### config.mk
export PLATFORM = sky130hd
export DESIGN_NAME = nwpe_front
export DESIGN_NICKNAME = d
export VERILOG_FILES = /design/src/hw/rtl/nwpe_pkg.sv /design/src/hw/rtl/nwpe_front.sv
export VERILOG_INCLUDE_DIRS = /design/src /design/src/hw/rtl
export SDC_FILE = /design/constraint.sdc
export NUM_CORES = 1
export LEC_CHECK = 0
export CORE_MARGIN = 2
export CORE_UTILIZATION = 29
export DETAILED_ROUTE_END_ITERATION = 10
export DONT_BUFFER_PORTS = 1
export HOLD_SLACK_MARGIN = 0.15
export PLACE_DENSITY_LB_ADDON = 0.12
export REMOVE_ABC_BUFFERS = 1
export SKIP_CTS_REPAIR_TIMING = 1
export SLEW_MARGIN = 5
export SYNTH_ARGS = -nofsm -noshare
export SYNTH_HDL_FRONTEND = slang
export SYNTH_SLANG_ARGS = --single-unit
### constraint.sdc
create_clock -name clk_i -period 9.05 [get_ports clk_i]
set_input_delay 1.3575 -clock clk_i [delete_from_list [all_inputs] [get_ports clk_i]]
set_output_delay 1.3575 -clock clk_i [all_outputs]
set_load 0.01 [all_outputs]
### src/hw/rtl/nearest_waypoint_path_end_assert.svh
// Assertion macros shared by the nearest waypoint path end RTL.
`ifndef NEAREST_WAYPOINT_PATH_END_ASSERT_SVH
`define NEAREST_WAYPOINT_PATH_END_ASSERT_SVH

// Clocked check, disabled while reset is held.
`define NWPE_ASSERT(lbl, prop, msg) \
  lbl: assert property (@(posedge clk_i) disable iff (!rst_ni) prop) else $error(msg);

// Clocked check that also holds during reset.
`define NWPE_ASSERT_ALWAYS(lbl, prop, msg) \
  lbl: assert property (@(posedge clk_i) prop) else $error(msg);

`endif

### src/hw/rtl/nwpe_pkg.sv
// Package: types, constants and tables of the nearest waypoint path end block.
`default_nettype none
package nwpe_pkg;

  localparam int MAX_POINTS   = 1024;
  localparam int ADDR_W       = $clog2(MAX_POINTS);
  localparam int CNT_W        = ADDR_W + 1;
  localparam int IDX_W        = 10;
  localparam int QUEUE_DEPTH  = 4;
  localparam int QPTR_W       = $clog2(QUEUE_DEPTH);
  localparam int QCNT_W       = QPTR_W + 1;
  localparam int CORDIC_STEPS = 24;
  localparam int STEP_W       = 5;
  localparam int LA_W         = 24;
  localparam int GAIN_W       = 30;
  localparam logic [GAIN_W-1:0] GAIN_Q30 = 30'd652032874;

  localparam logic [1:0] ACT_CLEAR  = 2'd0;
  localparam logic [1:0] ACT_APPEND = 2'd1;
  localparam logic [1:0] ACT_QUERY  = 2'd2;

  localparam logic [2:0] REG_LOOKAHEAD = 3'd0;

  localparam logic signed [33:0] ATAN_TURN [CORDIC_STEPS] = '{
    34'sd536870912, 34'sd316933406, 34'sd167458907, 34'sd85004756,
    34'sd42667331,  34'sd21354465,  34'sd10679838,  34'sd5340245,
    34'sd2670163,   34'sd1335087,   34'sd667544,    34'sd333772,
    34'sd166886,    34'sd83443,     34'sd41722,     34'sd20861,
    34'sd10430,     34'sd5215,      34'sd2608,      34'sd1304,
    34'sd652,       34'sd326,       34'sd163,       34'sd81
  };

  typedef enum logic [1:0] {
    OP_CLEAR  = 2'd0,
    OP_APPEND = 2'd1,
    OP_QUERY  = 2'd2
  } op_e;

  typedef struct packed {
    op_e                op;
    logic signed [31:0] pos_x;
    logic signed [31:0] pos_y;
    logic [15:0]        heading;
  } cmd_t;

  typedef struct packed {
    logic             speed_command;
    logic             ended_flag;
    logic [IDX_W-1:0] nearest_index;
  } res_t;

endpackage
`default_nettype wire

### src/hw/rtl/nwpe_front.sv
// Front end: accepts input requests, decodes the action and queues commands.
`default_nettype none
`include "nearest_waypoint_path_end_assert.svh"
module nwpe_front import nwpe_pkg::*; (
  input  wire logic        clk_i,
  input  wire logic        rst_ni,
  input  wire logic        s_tvalid_i,
  output logic             s_tready_o,
  input  wire logic [87:0] s_tdata_i,
  output logic             cmd_valid_o,
  input  wire logic        cmd_ready_i,
  output cmd_t             cmd_o
);

  cmd_t              q_q [QUEUE_DEPTH];
  logic [QPTR_W-1:0] wr_ptr_q, wr_ptr_d, rd_ptr_q, rd_ptr_d;
  logic [QCNT_W-1:0] cnt_q, cnt_d;
  logic              push, pop, known;
  cmd_t              cmd_in;

  always_comb begin
    known        = 1'b1;
    cmd_in.op    = OP_CLEAR;
    cmd_in.pos_x = signed'(s_tdata_i[33:2]);
    cmd_in.pos_y = signed'(s_tdata_i[65:34]);
    cmd_in.heading = s_tdata_i[81:66];
    case (s_tdata_i[1:0])
      ACT_CLEAR:  cmd_in.op = OP_CLEAR;
      ACT_APPEND: cmd_in.op = OP_APPEND;
      ACT_QUERY:  cmd_in.op = OP_QUERY;
      default:    known = 1'b0;
    endcase
  end

  assign s_tready_o  = (cnt_q != QCNT_W'(QUEUE_DEPTH));
  assign cmd_valid_o = (cnt_q != '0);
  assign cmd_o       = q_q[rd_ptr_q];
  assign push        = s_tvalid_i & s_tready_o & known;
  assign pop         = cmd_valid_o & cmd_ready_i;

  always_comb begin
    wr_ptr_d = push ? wr_ptr_q + 1'b1 : wr_ptr_q;
    rd_ptr_d = pop ? rd_ptr_q + 1'b1 : rd_ptr_q;
    cnt_d    = cnt_q + QCNT_W'(push) - QCNT_W'(pop);
  end

  always_ff @(posedge clk_i or negedge rst_ni) begin
    if (!rst_ni) begin
      wr_ptr_q <= '0;
      rd_ptr_q <= '0;
      cnt_q    <= '0;
    end else begin
      wr_ptr_q <= wr_ptr_d;
      rd_ptr_q <= rd_ptr_d;
      cnt_q    <= cnt_d;
    end
  end

  always_ff @(posedge clk_i) begin
    if (push) begin
      q_q[wr_ptr_q] <= cmd_in;
    end
  end

  `NWPE_ASSERT(a_q_bound, cnt_q <= QCNT_W'(QUEUE_DEPTH), "queue count out of range")
  `NWPE_ASSERT(a_q_ptrs, (cnt_q == '0) |-> (wr_ptr_q == rd_ptr_q), "empty queue pointers differ")
  `NWPE_ASSERT(a_q_keep, (cmd_valid_o && !cmd_ready_i) |=> cmd_valid_o, "queued request lost")

endmodule
`default_nettype wire

==> impl_metrics.csv <==
group,metric,value,unit
timing,finalHoldViolations,0,
timing,fin_ws,4547,ps
timing,maxSlewHeadroom,0.3362,
pwr,internal_power,3.248,mW
setup_path,worst-setup-path-type,"register to output port",
clock_network,cts_tree,"done",
setup_path,max_stage_delay,1070,ps
clock_network,insertion_delay,530,ps
timing,fmax,0.2221,GHz
setup_path,critPathSlowestCell,"dfrtp_4",
routing,wire_per_inst,22.47,um
setup_path,arrival,3150,ps
setup_path,crit_buf_inv,1,
clock_network,clockRootBuffer,"clkbuf_16",
timing,fin_setup_tns,0,ps
setup_path,crit_family,"flip-flops",
synth,async_flop_share,0.02090,
synth,synth.most_common_cell,"edfxtp_1",
placed_design,numPortBuffers,0,
pwr,seqPwrFrac,0.470,
layout,n_antenna_cell,0,
run,maxCapViolCount,0,
run_status,status,"finished clean",
synth,ys_warn_count,0,
grt,grt_pass1_wl,35.22,mm
clock_network,clk_path_buf_depth,3,
setup_path,endpoint_kind,"output port",
timing,slew_violations,0,
timing,rsz0062_at_grt,"no",
layout,drive_gt1_frac,0.2871,
setup_path,ff2ff_setup_slack,6100,ps
worst_hold_path,worstHoldPathType,"primary input to async pin",
die,io_pins,176,
pwr,peakVddDrop,0.0001556,V
grt,grt_use_total,0.1104,
timing,finClkSkew,8.928,ps
synth,synth_common_cells,"edfxtp_1 (328), mux4_2 (82), dfrtp_1 (7)",
synth,yosys.area.top_type_share,0.8049,
setup_path,worstPathCellList,"buf_4, mux4_2",
clock_network,cts_sinks,335,
synth,synthTopCellsByArea,"edfxtp_1 (80%), mux4_2 (15%), dfrtp_1 (1.4%)",
routing,vias_per_cell,4.542,
grt,grt_antenna_before_repair,0,
synth,synth_ff_type,"edfxtp_1",
routing,vias,4805,
grt,grt_pass1_vias,5595,
placed_design,place_ws,4913,ps
clock_network,cts_max_level,2,
die,die_w,209.4,um
die,dieArea,43850,um^2
timing,setup_violations,0,
setup_path,path_max_fanout,46,
routing,dr.pass1.iters,6,
synth,synth_area,12240,um^2
grt,grt_overflow,0,
die,num_rows,75,
timing,period_minus_slack,4503,ps
grt,grt_max_degree,50,
synth,synthCells,467,
layout,regArea,10030,um^2
routing,wl,23.77,mm
routing,drc,0,
pwr,p_per_area,323.3,nW/um^2
timing,tightest_slew,995.7,ps
synth,ys_seq_area_frac,0.8192,
routing,drtAntennaViolNets,0,
setup_path,cp_data_required_time,7690,ps
clock_network,cts_made_buffers,38,
layout,nets,593,
timing,finalCritPeriodShare,0.4976,
synth,synth_top_cell_by_area,"edfxtp_1",
pwr,swShare,0.2836,
pwr,switchingPower,1.286,mW
pwr,p_comb_frac,0.217,
layout,num-fill-cells,3848,
routing,drt_iter0_drc,217,
synth,synth-edff-count,328,
die,dieHeight,209.4,um
die,start_util,0.2930,
synth,ys_types,22,
layout,syn_to_final_growth,14.62,%
pwr,leakage,4.333,nW
clock_network,clk_pin_slew,60,ps
die,core-area,41760,um^2
placed_design,place_congestion,0.6567,
pwr,clockPowerShare,0.313,
layout,multi_input_area,2088,um^2
setup_path,cp-start-kind,"register",
synth,synth-seq-cells,335,
synth,synth.avg_cell_area,26.20,um^2
cell type report:
class	instances	share of cell area
Inverter	6	0.001606
Timing Repair Buffer	6	0.003211
Clock inverter	18	0.008207
Multi-Input combinational cell	107	0.1489
Tap cell	539	0.04808
Clock buffer	47	0.07475
Sequential cell	335	0.7153
cells in the final DEF (no fill, tap or decap):
cell type / netlist / final
and2_4: 0 / 4
and3_1: 1 / 1
buf_4: 6 / 6
bufinv_16: 0 / 1
clkbuf_1: 4 / 6
clkbuf_16: 0 / 41
clkinv_1: 0 / 7
clkinv_2: 0 / 7
clkinv_4: 0 / 1
clkinvlp_4: 0 / 2
dfrtp_1: 7 / 5
dfrtp_4: 0 / 2
edfxtp_1: 328 / 328
fa_1: 1 / 1
ha_1: 6 / 6
inv_1: 6 / 6
mux2_4: 1 / 1
mux4_2: 82 / 82
nand2_1: 2 / 2
nor2b_1: 2 / 2
o31a_2: 1 / 1
or3_2: 1 / 1
or3b_1: 1 / 1
xnor2_1: 4 / 4
xor2_1: 1 / 1
state kept, by name, summed over array words and instances, names as in the netlist:
register / count
cnt_q: 3
q_q: 328
rd_ptr_q: 2
wr_ptr_q: 2
metrics by stage:
| step | cell area (um^2) | util | total power, mW | std cells | hold slack (ps) |
|---|---|---|---|---|---|
| 3_5_place_dp | 12860 | 0.3080 | 3.207 | 993 | 545.9 |
| 2_1_floorplan | 12130 | - | 2.930 | 448 | 511.8 |
| 4_1_cts | 14030 | 0.3359 | 4.658 | 1058 | 470.1 |
| 3_3_place_gp | 12860 | 0.3080 | 3.183 | 993 | 532.1 |
| 5_1_grt | 14030 | 0.3359 | 4.772 | 1058 | 478.5 |
| 6_report | 14030 | 0.3359 | 4.534 | 1058 | 515.8 |
layer usage:
layer / track usage / up-vias / part of all wire
met2: 0.1837 / 146 / 0.50
met3: 0.05058 / 34 / 0.098
li1: - / 2052 / -
met1: 0.1233 / 2573 / 0.38
met4: 0.04433 / 0 / 0.024
met5: 0 / - / 0
cells by family after synthesis:
kind of cell,count (synthesis),share of synthesized area
mux,83,0.1521
flops,335,0.8192
compound gates,1,0.0008180
simple gates,11,0.005829
fa+ha+maj,7,0.007771
buf+inv,25,0.01063
xor+xnor,5,0.003579
worst paths after layout:
check | startpoint | to | cells past startpoint
worst max register to register | cnt_q[2] | q_q[2][6] | 4
worst min register to register | cnt_q[0] | cnt_q[0] | 1
worst max-delay path | rd_ptr_q[0] | cmd_o[67] | 2
max in group asynchronous | rst_ni | rd_ptr_q[0] | 0
min in group clk_i | cnt_q[0] | cnt_q[0] | 1
worst min-delay path | rst_ni | cnt_q[2] | 0
power groups by stage:
| stage | clock [mW] | combinational [mW] | sequential [mW] |
|---|---|---|---|
| 2_1_floorplan | 0 | 0.749 | 2.18 |
| 3_3_place_gp | 0 | 1.02 | 2.16 |
| 3_5_place_dp | 0 | 1.03 | 2.18 |
| 4_1_cts | 1.48 | 1.03 | 2.15 |
| 5_1_grt | 1.54 | 1.06 | 2.17 |
| 6_report | 1.42 | 0.982 | 2.13 |
worst register-to-register path, cell delays in order, from the launching register on:
cell	delay, ps
dfrtp_1	410
or3b_1	280
and3_1	430
and2_4	700
buf_4	660
Note: power is estimated with default switching activity, not from simulation.
